File: src/hdl/tdt_pkg.sv
// Shared types, codes and helpers for the tile damage tracker.
package tdt_pkg;

  // Cell geometry
  localparam int CELL_SHIFT   = 4;
  localparam int CELL_SIZE    = 1 << CELL_SHIFT;
  localparam int NUM_COLS     = 16;
  localparam int NUM_ROWS     = 16;
  localparam int ROW_W        = $clog2(NUM_ROWS);
  localparam int COL_W        = $clog2(NUM_COLS);
  localparam int POS_W        = COL_W + 1;
  localparam int CNT_W        = $clog2(NUM_ROWS * NUM_COLS / 2) + 1;
  localparam int DIM_W        = 9;
  localparam int CAP_W        = 7;
  localparam int RESULT_LIMIT = 64;
  localparam logic [DIM_W-1:0] SCENE_W_MAX = DIM_W'(NUM_COLS * CELL_SIZE);
  localparam logic [DIM_W-1:0] SCENE_H_MAX = DIM_W'(NUM_ROWS * CELL_SIZE);

  // Commands
  localparam logic [1:0] CMD_MARK    = 2'd0;
  localparam logic [1:0] CMD_ALL     = 2'd1;
  localparam logic [1:0] CMD_CLEAR   = 2'd2;
  localparam logic [1:0] CMD_COLLECT = 2'd3;

  // Result status
  localparam logic [1:0] ST_OK      = 2'd0;
  localparam logic [1:0] ST_INVALID = 2'd1;
  localparam logic [1:0] ST_CAP     = 2'd2;

  // Register indexes
  localparam logic [1:0] CFG_SCENE_W  = 2'd0;
  localparam logic [1:0] CFG_SCENE_H  = 2'd1;
  localparam logic [1:0] CFG_CAPACITY = 2'd2;

  // Result kinds loaded into the output register
  localparam logic [1:0] RES_PLAIN = 2'd0;
  localparam logic [1:0] RES_FULL  = 2'd1;
  localparam logic [1:0] RES_RUN   = 2'd2;

  typedef struct packed {
    logic [1:0]         cmd;
    logic signed [15:0] rect_x;
    logic signed [15:0] rect_y;
    logic [15:0]        rect_width;
    logic [15:0]        rect_height;
  } in_item_t;

  typedef struct packed {
    logic [1:0]       status;
    logic             has_rect;
    logic [7:0]       out_x;
    logic [7:0]       out_y;
    logic [DIM_W-1:0] out_width;
    logic [DIM_W-1:0] out_height;
    logic             full_res;
    logic             pending;
    logic             last;
  } out_item_t;

  // Controller to datapath
  typedef struct packed {
    logic       latch_in;
    logic       do_mark;
    logic       do_all;
    logic       do_clear;
    logic       ld_res;
    logic [1:0] res_sel;
    logic [1:0] res_status;
    logic       res_last;
    logic       scan_init;
    logic       scan_step;
    logic       walk_init;
    logic       walk_next;
    logic       walk_emit;
  } tdt_cmd_t;

  // Datapath to controller
  typedef struct packed {
    logic [1:0] cmd;
    logic       size_zero;
    logic       any;
    logic       all_dirty;
    logic       cap_zero;
    logic       row_last;
    logic       over_cap;
    logic       work_zero;
    logic       run_last;
  } tdt_stat_t;

  // Index of the lowest set bit, or 16 when none is set
  function automatic logic [POS_W-1:0] low_one(input logic [NUM_COLS:0] v);
    logic [POS_W-1:0] pos;
    pos = POS_W'(NUM_COLS);
    for (int i = NUM_COLS; i >= 0; i--) begin
      if (v[i]) pos = POS_W'(i);
    end
    return pos;
  endfunction

  // Number of runs of ones in a row word
  function automatic logic [COL_W-1:0] run_count(input logic [NUM_COLS-1:0] w);
    logic [NUM_COLS-1:0] starts;
    starts = w & ~{w[NUM_COLS-2:0], 1'b0};
    return COL_W'($countones(starts));
  endfunction

endpackage

File: src/hdl/tile_damage_tracker_unit.sv
// Mark, mark-all, clear and the one-result collects (nothing dirty, zero capacity,
// whole-screen flag) load their result in the execute state.
// Collect over cell damage: a row count pass over every row, then a decision state; the
// full-scene fallback loads from the decision state, else the walk state loads runs one per
// cycle while the output is free, stepping past rows with no runs left. Output stalls hold
// each load back. One item at a time, the next taken the cycle after the last result loads.
// Reset (rst_n, synchronous): clears the cell map and flags, registers to 256/256/64.
module tile_damage_tracker_unit
  import tdt_pkg::*;
(
  input  logic             clk,
  input  logic             rst_n,
  input  logic             in_valid,
  output logic             in_stall,
  input  in_item_t         in_item,
  output logic             out_valid,
  input  logic             out_stall,
  output out_item_t        out_item,
  input  logic             cfg_valid,
  output logic             cfg_ready,
  input  logic [1:0]       cfg_index,
  input  logic [DIM_W-1:0] cfg_data
);

  tdt_cmd_t  cmd;
  tdt_stat_t stat;

  tdt_ctrl u_ctrl (
    .clk       (clk),
    .rst_n     (rst_n),
    .in_valid  (in_valid),
    .in_stall  (in_stall),
    .out_valid (out_valid),
    .out_stall (out_stall),
    .cfg_ready (cfg_ready),
    .stat      (stat),
    .cmd       (cmd)
  );

  tdt_datapath u_dp (
    .clk       (clk),
    .rst_n     (rst_n),
    .in_item   (in_item),
    .cfg_we    (cfg_valid && cfg_ready),
    .cfg_index (cfg_index),
    .cfg_data  (cfg_data),
    .cmd       (cmd),
    .stat      (stat),
    .out_item  (out_item)
  );

  // One item at a time: busy right after taking an item
  a_busy_after_accept: assert property (@(posedge clk) disable iff (!rst_n)
    (in_valid && !in_stall) |=> in_stall)
    else $error("item taken while previous item still in work");

  // Fallback rectangle is always a rectangle
  a_full_has_rect: assert property (@(posedge clk) disable iff (!rst_n)
    (out_valid && out_item.full_res) |-> out_item.has_rect)
    else $error("full-scene result without rectangle");

  // Error results are single, rectangle-free results
  a_error_single: assert property (@(posedge clk) disable iff (!rst_n)
    (out_valid && out_item.status != ST_OK) |-> (!out_item.has_rect && out_item.last))
    else $error("error result carries rectangle or is not last");

  // Collected rectangles leave no damage pending
  a_rect_no_pending: assert property (@(posedge clk) disable iff (!rst_n)
    (out_valid && out_item.has_rect) |-> !out_item.pending)
    else $error("rectangle result reports pending damage");

endmodule

File: src/hdl/tdt_ctrl.sv
// Sequencing state machine for the tile damage tracker.
module tdt_ctrl
  import tdt_pkg::*;
(
  input  logic      clk,
  input  logic      rst_n,
  input  logic      in_valid,
  output logic      in_stall,
  output logic      out_valid,
  input  logic      out_stall,
  output logic      cfg_ready,
  input  tdt_stat_t stat,
  output tdt_cmd_t  cmd
);

  localparam logic [2:0] S_IDLE   = 3'd0;
  localparam logic [2:0] S_EXEC   = 3'd1;
  localparam logic [2:0] S_COUNT  = 3'd2;
  localparam logic [2:0] S_DECIDE = 3'd3;
  localparam logic [2:0] S_WALK   = 3'd4;

  logic [2:0] state_r, state_nxt;
  logic       out_valid_r, out_valid_nxt;
  logic       out_free;

  assign out_free  = !out_valid_r || !out_stall;
  assign in_stall  = (state_r != S_IDLE);
  assign cfg_ready = (state_r == S_IDLE);
  assign out_valid = out_valid_r;

  // Next state and datapath commands
  always_comb begin
    state_nxt = state_r;
    cmd       = '0;
    unique case (state_r)
      S_IDLE: begin
        if (in_valid) begin
          cmd.latch_in = 1'b1;
          state_nxt    = S_EXEC;
        end
      end
      S_EXEC: begin
        unique case (stat.cmd)
          CMD_MARK: begin
            if (out_free) begin
              cmd.ld_res     = 1'b1;
              cmd.res_sel    = RES_PLAIN;
              cmd.res_status = stat.size_zero ? ST_INVALID : ST_OK;
              cmd.do_mark    = !stat.size_zero;
              state_nxt      = S_IDLE;
            end
          end
          CMD_ALL: begin
            if (out_free) begin
              cmd.ld_res  = 1'b1;
              cmd.res_sel = RES_PLAIN;
              cmd.do_all  = 1'b1;
              state_nxt   = S_IDLE;
            end
          end
          CMD_CLEAR: begin
            if (out_free) begin
              cmd.ld_res   = 1'b1;
              cmd.res_sel  = RES_PLAIN;
              cmd.do_clear = 1'b1;
              state_nxt    = S_IDLE;
            end
          end
          default: begin
            // collect: dispose of the one-result cases here
            priority if (!stat.any) begin
              if (out_free) begin
                cmd.ld_res  = 1'b1;
                cmd.res_sel = RES_PLAIN;
                state_nxt   = S_IDLE;
              end
            end else if (stat.cap_zero) begin
              if (out_free) begin
                cmd.ld_res     = 1'b1;
                cmd.res_sel    = RES_PLAIN;
                cmd.res_status = ST_CAP;
                state_nxt      = S_IDLE;
              end
            end else if (stat.all_dirty) begin
              if (out_free) begin
                cmd.ld_res   = 1'b1;
                cmd.res_sel  = RES_FULL;
                cmd.do_clear = 1'b1;
                state_nxt    = S_IDLE;
              end
            end else begin
              cmd.scan_init = 1'b1;
              state_nxt     = S_COUNT;
            end
          end
        endcase
      end
      S_COUNT: begin
        cmd.scan_step = 1'b1;
        if (stat.row_last) state_nxt = S_DECIDE;
      end
      S_DECIDE: begin
        if (stat.over_cap) begin
          if (out_free) begin
            cmd.ld_res   = 1'b1;
            cmd.res_sel  = RES_FULL;
            cmd.do_clear = 1'b1;
            state_nxt    = S_IDLE;
          end
        end else begin
          cmd.walk_init = 1'b1;
          state_nxt     = S_WALK;
        end
      end
      S_WALK: begin
        if (stat.work_zero) begin
          cmd.walk_next = 1'b1;
        end else if (out_free) begin
          cmd.ld_res    = 1'b1;
          cmd.res_sel   = RES_RUN;
          cmd.res_last  = stat.run_last;
          cmd.walk_emit = 1'b1;
          if (stat.run_last) begin
            cmd.do_clear = 1'b1;
            state_nxt    = S_IDLE;
          end
        end
      end
      default: state_nxt = S_IDLE;
    endcase
  end

  // Output valid: set on load, dropped once taken
  always_comb begin
    if (cmd.ld_res) out_valid_nxt = 1'b1;
    else if (!out_stall) out_valid_nxt = 1'b0;
    else out_valid_nxt = out_valid_r;
  end

  always_ff @(posedge clk) begin
    if (!rst_n) begin
      state_r     <= S_IDLE;
      out_valid_r <= 1'b0;
    end else begin
      state_r     <= state_nxt;
      out_valid_r <= out_valid_nxt;
    end
  end

endmodule

File: src/hdl/tdt_datapath.sv
// Cell map, configuration, clipping, run walk and result register.
module tdt_datapath
  import tdt_pkg::*;
(
  input  logic             clk,
  input  logic             rst_n,
  input  in_item_t         in_item,
  input  logic             cfg_we,
  input  logic [1:0]       cfg_index,
  input  logic [DIM_W-1:0] cfg_data,
  input  tdt_cmd_t         cmd,
  output tdt_stat_t        stat,
  output out_item_t        out_item
);

  logic [NUM_COLS-1:0] rows_r [NUM_ROWS];
  logic                all_dirty_r;
  logic                any_r, any_nxt;
  logic [DIM_W-1:0]    scene_w_r, scene_h_r;
  logic [CAP_W-1:0]    capacity_r;
  in_item_t            item_r;
  out_item_t           res_r, res_nxt;

  logic [ROW_W-1:0]    row_ctr_r;
  logic [CNT_W-1:0]    run_cnt_r;
  logic [NUM_COLS-1:0] work_r;
  logic [CAP_W-1:0]    emitted_r;

  // Effective scene size and capacity
  logic [DIM_W-1:0] eff_w, eff_h;
  logic [CAP_W-1:0] cap_eff;

  always_comb begin
    priority if (scene_w_r == '0) eff_w = DIM_W'(1);
    else if (scene_w_r > SCENE_W_MAX) eff_w = SCENE_W_MAX;
    else eff_w = scene_w_r;
    priority if (scene_h_r == '0) eff_h = DIM_W'(1);
    else if (scene_h_r > SCENE_H_MAX) eff_h = SCENE_H_MAX;
    else eff_h = scene_h_r;
    cap_eff = (capacity_r > CAP_W'(RESULT_LIMIT)) ? CAP_W'(RESULT_LIMIT) : capacity_r;
  end

  // Rectangle clipping against the scene
  logic signed [17:0] left, top, right_raw, bottom_raw, right_c, bottom_c;
  logic signed [17:0] right_m1, bottom_m1;
  logic               mark_hit;
  logic [COL_W-1:0]   c0, c1;
  logic [ROW_W-1:0]   r0, r1;
  logic [NUM_COLS-1:0] col_mask;
  logic [NUM_ROWS-1:0] row_sel;

  always_comb begin
    left       = item_r.rect_x[15] ? 18'sd0 : 18'(item_r.rect_x);
    top        = item_r.rect_y[15] ? 18'sd0 : 18'(item_r.rect_y);
    right_raw  = 18'(item_r.rect_x) + $signed({2'b00, item_r.rect_width});
    bottom_raw = 18'(item_r.rect_y) + $signed({2'b00, item_r.rect_height});
    right_c    = (right_raw > $signed({9'd0, eff_w})) ? $signed({9'd0, eff_w}) : right_raw;
    bottom_c   = (bottom_raw > $signed({9'd0, eff_h})) ? $signed({9'd0, eff_h}) : bottom_raw;
    mark_hit   = (right_c > left) && (bottom_c > top);
    right_m1   = right_c - 18'sd1;
    bottom_m1  = bottom_c - 18'sd1;
    c0 = left[CELL_SHIFT +: COL_W];
    c1 = right_m1[CELL_SHIFT +: COL_W];
    r0 = top[CELL_SHIFT +: ROW_W];
    r1 = bottom_m1[CELL_SHIFT +: ROW_W];
    for (int c = 0; c < NUM_COLS; c++) begin
      col_mask[c] = (COL_W'(c) >= c0) && (COL_W'(c) <= c1);
    end
    for (int r = 0; r < NUM_ROWS; r++) begin
      row_sel[r] = (ROW_W'(r) >= r0) && (ROW_W'(r) <= r1);
    end
  end

  // Run extraction from the working row word
  logic [NUM_COLS-1:0] low_bit;
  logic [NUM_COLS:0]   run_sum;
  logic [POS_W-1:0]    first_pos, end_pos;
  logic [DIM_W-1:0]    run_left, run_right, run_top, run_bottom;

  always_comb begin
    low_bit    = work_r & (~work_r + NUM_COLS'(1));
    run_sum    = {1'b0, work_r} + {1'b0, low_bit};
    first_pos  = low_one({1'b0, work_r});
    end_pos    = low_one(run_sum);
    run_left   = {first_pos, {CELL_SHIFT{1'b0}}};
    run_right  = {end_pos, {CELL_SHIFT{1'b0}}};
    if (run_right > eff_w) run_right = eff_w;
    run_top    = {1'b0, row_ctr_r, {CELL_SHIFT{1'b0}}};
    run_bottom = {({1'b0, row_ctr_r} + (ROW_W + 1)'(1)), {CELL_SHIFT{1'b0}}};
    if (run_bottom > eff_h) run_bottom = eff_h;
  end

  // Damage flag after this cycle
  logic clear_map;
  assign clear_map = cmd.do_clear ||
                     (cfg_we && (cfg_index == CFG_SCENE_W || cfg_index == CFG_SCENE_H));
  assign any_nxt   = clear_map ? 1'b0 : (any_r || cmd.do_all || (cmd.do_mark && mark_hit));

  // Next result item by kind
  always_comb begin
    res_nxt = '0;
    unique case (cmd.res_sel)
      RES_FULL: begin
        res_nxt.has_rect   = 1'b1;
        res_nxt.out_width  = eff_w;
        res_nxt.out_height = eff_h;
        res_nxt.full_res   = 1'b1;
        res_nxt.last       = 1'b1;
      end
      RES_RUN: begin
        res_nxt.has_rect   = 1'b1;
        res_nxt.out_x      = run_left[7:0];
        res_nxt.out_y      = run_top[7:0];
        res_nxt.out_width  = run_right - run_left;
        res_nxt.out_height = run_bottom - run_top;
        res_nxt.last       = cmd.res_last;
      end
      default: begin
        res_nxt.status  = cmd.res_status;
        res_nxt.pending = any_nxt;
        res_nxt.last    = 1'b1;
      end
    endcase
  end

  // Map and configuration state
  always_ff @(posedge clk) begin
    if (!rst_n) begin
      for (int r = 0; r < NUM_ROWS; r++) rows_r[r] <= '0;
      all_dirty_r <= 1'b0;
      any_r       <= 1'b0;
      scene_w_r   <= SCENE_W_MAX;
      scene_h_r   <= SCENE_H_MAX;
      capacity_r  <= CAP_W'(RESULT_LIMIT);
    end else begin
      any_r <= any_nxt;
      if (cfg_we) begin
        unique case (cfg_index)
          CFG_SCENE_W:  scene_w_r  <= cfg_data;
          CFG_SCENE_H:  scene_h_r  <= cfg_data;
          CFG_CAPACITY: capacity_r <= cfg_data[CAP_W-1:0];
          default: ;
        endcase
      end
      if (clear_map) begin
        for (int r = 0; r < NUM_ROWS; r++) rows_r[r] <= '0;
        all_dirty_r <= 1'b0;
      end else begin
        if (cmd.do_all) all_dirty_r <= 1'b1;
        if (cmd.do_mark && mark_hit) begin
          for (int r = 0; r < NUM_ROWS; r++) begin
            if (row_sel[r]) rows_r[r] <= rows_r[r] | col_mask;
          end
        end
      end
    end
  end

  // Item latch, scan counters and result register
  always_ff @(posedge clk) begin
    if (cmd.latch_in) item_r <= in_item;
    if (cmd.scan_init) begin
      row_ctr_r <= '0;
      run_cnt_r <= '0;
    end
    if (cmd.scan_step) begin
      run_cnt_r <= run_cnt_r + CNT_W'(run_count(rows_r[row_ctr_r]));
      row_ctr_r <= row_ctr_r + ROW_W'(1);
    end
    if (cmd.walk_init) begin
      row_ctr_r <= '0;
      work_r    <= rows_r[0];
      emitted_r <= '0;
    end
    if (cmd.walk_next) begin
      row_ctr_r <= row_ctr_r + ROW_W'(1);
      work_r    <= rows_r[row_ctr_r + ROW_W'(1)];
    end
    if (cmd.walk_emit) begin
      work_r    <= work_r & run_sum[NUM_COLS-1:0];
      emitted_r <= emitted_r + CAP_W'(1);
    end
    if (cmd.ld_res) res_r <= res_nxt;
  end

  assign out_item = res_r;

  // Status to the controller
  always_comb begin
    stat.cmd       = item_r.cmd;
    stat.size_zero = (item_r.rect_width == '0) || (item_r.rect_height == '0);
    stat.any       = any_r;
    stat.all_dirty = all_dirty_r;
    stat.cap_zero  = (cap_eff == '0);
    stat.row_last  = (row_ctr_r == ROW_W'(NUM_ROWS - 1));
    stat.over_cap  = (run_cnt_r > CNT_W'(cap_eff));
    stat.work_zero = (work_r == '0);
    stat.run_last  = ((CNT_W'(emitted_r) + CNT_W'(1)) == run_cnt_r);
  end

endmodule

File: config.mk
export PLATFORM = sky130hd
export DESIGN_NAME = tile_damage_tracker_unit
export DESIGN_NICKNAME = d
export VERILOG_FILES = /design/src/hdl/tdt_pkg.sv /design/src/hdl/tile_damage_tracker_unit.sv /design/src/hdl/tdt_ctrl.sv /design/src/hdl/tdt_datapath.sv
export SDC_FILE = /design/constraint.sdc
export NUM_CORES = 1
export LEC_CHECK = 0
export ABC_AREA = 1
export BUFFER_PORTS_ARGS = -buffer_cell sky130_fd_sc_hd__buf_4
export CORE_ASPECT_RATIO = 0.8
export CORE_MARGIN = 5
export CORE_UTILIZATION = 43
export CTS_CLUSTER_SIZE = 14
export DETAILED_ROUTE_END_ITERATION = 7
export PLACE_DENSITY = 0.61
export SYNTH_ARGS = -nofsm -noshare
export SYNTH_HDL_FRONTEND = slang
export SYNTH_SLANG_ARGS = --single-unit
File: constraint.sdc
create_clock -name clk -period 6.1 [get_ports clk]
set_input_delay 0.915 -clock clk [delete_from_list [all_inputs] [get_ports clk]]
set_output_delay 0.915 -clock clk [all_outputs]
set_load 0.01 [all_outputs]
==> impl_results.md <==
* Min Tclk post-route at 6.08 ns
* Hold Vio Cnt, Final at 0
* Synth area leader: edfxtp_1
* Syn-to-layout area delta at 19.6%
* Total power at 8.47 mW
* Clock buffer depth at 3
* Yosys top cell area share at 0.390
* Core area at ~66000 sq um
* GRT overflow at 0
* Worst min path class: in2reg
* YS warnings at 0
* Final net count at a little over 4000
* GRT Util Overall at 0.260
* Sw Pwr at between 2 and 3 mW
* Post-synthesis cell area at 28700 sq um
* Seq/Total Area, Yosys at 0.426
* Switching Share at 0.317
* Synth Register Bits at 424
* Top-count cell post-synth: nand2_1
* First-pass GRT wire length at 146000 microns
* Layout cells sized above 1 at 0.166
* Fmax at about 160 MHz
* Post-DRT Antenna Nets at 0
* Commonest cells in the netlist: nand2_1, a21oi_1, inv_1
* Cells after Synth at between 3000 and 4000
* Internal power at 5.78 mW
* Slew @ Worst Pin at ~1.1 ns
* Final setup viols at 0
* Max-cap violations at 0
* Ports at between 100 and 150
* Vias/cell at a little under 6
* Ys flop type: edfxtp_1
* Clock power frac at 0.373
* Final count of pins violating max slew at 0
* CP required at 6.47 ns
* Final Cycle Share at 0.996
* R2R cell count at 27
* Routability cong. at 0.938
* DIE WIDTH at between 200 and 300 microns
* Post-DP HPWL at 70000 microns
* Normalized max-slew margin at 0.259
* Ys async rst share at 0
* Final WS setup at 0.0248 ns
* R2R Path End: u_dp.run_cnt_r[7]$_SDFFCE_PP0P_
* WL/cell at around 21 microns
* Arrival time worst endpoint at between 6 and 7 ns
* Clk Latency, worst-skew pair at 0.63 ns
* CTS root buffer: clkbuf_16
* Final setup skew at 0.0378 ns
* Violated checks: DRC
* CP Capture Type: flip-flop
* Starting Density at 0.435
* Area after DPL at 31200 sq um
* Crit path kind: reg2reg
* P_leak at 14.4 nW
* Number of enable flip-flop cells after synthesis at 373
* Die ar. at 72100 sq um
* Power Density at 247 nW/um^2
* Startpoint Class: flip-flop
* Ant diodes at 0
* H-tree lvl count at 2
* Detailed-route via count at 27100
* Syn_area_per_cell at 7.91 sq um
* Largest net degree at the start of global routing at 77
* Area contributors post-synth: edfxtp_1, a21oi_1, nand2_1, inv_1, o21ai_0
* DRT Wirelength at ~100000 microns
* Peak supply drop at 0.000239 V
* RSZ-0062 raised after global routing: yes
* Initial antenna violation count at 1
* CP Max Fanout at 17
* Drt initial violations at ~3400
* Vias in the first global route at 24700
* Cell row count at 84
* CTS clk-pin slew, worst paths at 0.07 ns
* Seq pwr share at 0.403
* End point of the critical path: u_dp.run_cnt_r[7]$_SDFFCE_PP0P_
* IO buf count at 116
* Comb pwr share at 0.223
* Fin util at 0.520
* Clock sink count at around 420
* Post-Place Setup Slack at -0.0941 ns
* Die height at ~240 microns
* Register-to-register setup slack at 0.02 ns
* CTS buffer count at 48
* Final instance area at about 34000 sq um
* Outcome: complete, but fails checks
* CTS tree: built
* Post-route DRC at 1
* First-pass detailed-route iteration total at 8
* Netlist cell types at 64
* Worst hold slack at 0.461 ns
## placed cells by master, fill, tap and decap left out, types with 7 or more instances in the layout
master     count
dfxtp_1       49
nand3_1      228
xor2_1        15
ha_4           9
o221ai_1       8
nand3_2       19
buf_12        35
o221ai_2      15
clkbuf_16     59
nor2_2        25
nor4_1        12
nand4_1       30
o21ai_1       48
ha_1         112
o21ai_0      281
nand2_2       38
edfxtp_1     373
ha_2           8
bufinv_16      9
conb_1         9
clkinv_2      11
inv_1        514
nor3_1        16
xor2_2         8
inv_2         16
o21bai_1       7
buf_4        217
o211ai_1      14
nand2_1      578
o22ai_1       17
nor2_4         8
a21oi_2       67
xnor2_1        9
o21ai_2       10
a21oi_1      542
fa_1          12
nor2_1       261
clkinv_1      14
## final cells by class
cell class	instances	area [sq um]
Sequential cell	424	12200
Timing Repair Buffer	272	2750
Multi-Input combinational cell	2512	14600
Clock buffer	50	1230
Clock inverter	36	457
Tap cell	860	1080
Fill cell	6271	31700
Inverter	540	2040
## state kept, by name, indices dropped and copies added, names as in the netlist, named ones only
signal            cells
u_dp.rows_r         256
u_dp.item_r          64
u_dp.out_item        32
u_dp.work_r          16
u_dp.scene_h_r        9
u_dp.scene_w_r        9
u_dp.run_cnt_r        8
u_dp.capacity_r       7
u_dp.emitted_r        7
u_dp.row_ctr_r        4
u_ctrl.state_r        3
u_dp.stat             2
u_ctrl.out_valid      1
u_dp.all_dirty_r      1
u_dp.any_r            1
## power groups by stage
| stage | clock network, mW | registers [mW] | logic [mW] |
|---|---|---|---|
| after floorplan | 0 | 3.44 | 1.17 |
| after global placement | 0 | 3.47 | 1.72 |
| after detailed placement | 0 | 3.47 | 1.74 |
| after CTS | 3.20 | 3.41 | 1.76 |
| after global routing | 3.31 | 3.43 | 2.08 |
| final | 3.16 | 3.42 | 1.89 |
## critical path, stage by stage, from the launching register on
cell       delay, ns
dfxtp_4         0.36
buf_6           0.15
buf_4           0.15
clkbuf_16       0.17
o21ai_1         0.16
nand2_1         0.07
o221ai_1        0.22
nand2_2         0.13
a21oi_1         0.16
ha_2            0.30
fa_1            0.56
inv_2           0.05
fa_2            0.54
inv_2           0.04
fa_2            0.35
fa_1            0.51
ha_2            0.21
fa_2            0.63
ha_4            0.22
buf_4           0.14
a31oi_2         0.21
nor2_1          0.07
o21ai_1         0.13
inv_1           0.06
nand2_1         0.07
inv_1           0.06
nand3_1         0.06
a21oi_1         0.06
## how the worst min path moves through the flow
stage,to,startpoint,depth (start not counted),slack [ns]
after floorplan,u_dp.scene_w_r[0]$_SDFFE_PN0P_,u_dp.scene_w_r[0]$_SDFFE_PN0P_,2,0.44
after global placement,u_dp.scene_w_r[7]$_SDFFE_PN0P_,u_dp.scene_w_r[7]$_SDFFE_PN0P_,2,0.46
after detailed placement,u_dp.scene_w_r[0]$_SDFFE_PN0P_,u_dp.scene_w_r[0]$_SDFFE_PN0P_,2,0.46
after CTS,u_dp.item_r[23]$_DFFE_PP_,in_item[23],1,0.43
after global routing,u_dp.item_r[23]$_DFFE_PP_,in_item[23],1,0.44
final,u_dp.stat[9]$_DFFE_PP_,in_item[65],1,0.46
## cell families after synthesis
family | synth area share
adder cells (fa/ha/maj) | 0.0673
XOR/XNOR | 0.0109
AO/OA/AOI/OAI | 0.202
buffers and inverters | 0.0985
AND/OR/NAND/NOR | 0.196
flip-flops | 0.426
other | 0.000131
## metal layers
metal,up-vias,track usage,part of all wire
met2,1513,0.387,0.42
met4,2,0.0687,0.028
met1,12700,0.389,0.45
li1,12700,-,-
met5,-,0,0.00010
met3,196,0.0485,0.11
## metrics by stage
| step | setup TNS [ns] | cells |
|---|---|---|
| 2_1_floorplan | 0 | 3640 |
| 3_3_place_gp | -0.0105 | 4562 |
| 3_5_place_dp | -0.138 | 4562 |
| 4_1_cts | 0 | 4650 |
| 5_1_grt | -0.917 | 4694 |
| 6_report | 0 | 4694 |
## timing repair
action,in CTS,in global routing
gates cloned,2,13
pin swaps,2,74
hold buffers,0,0
setup buffers,0,32
gates resized for setup,6,231
endpoints found under the setup margin,2,503
No activity file was read; power rests on OpenSTA's default activity.
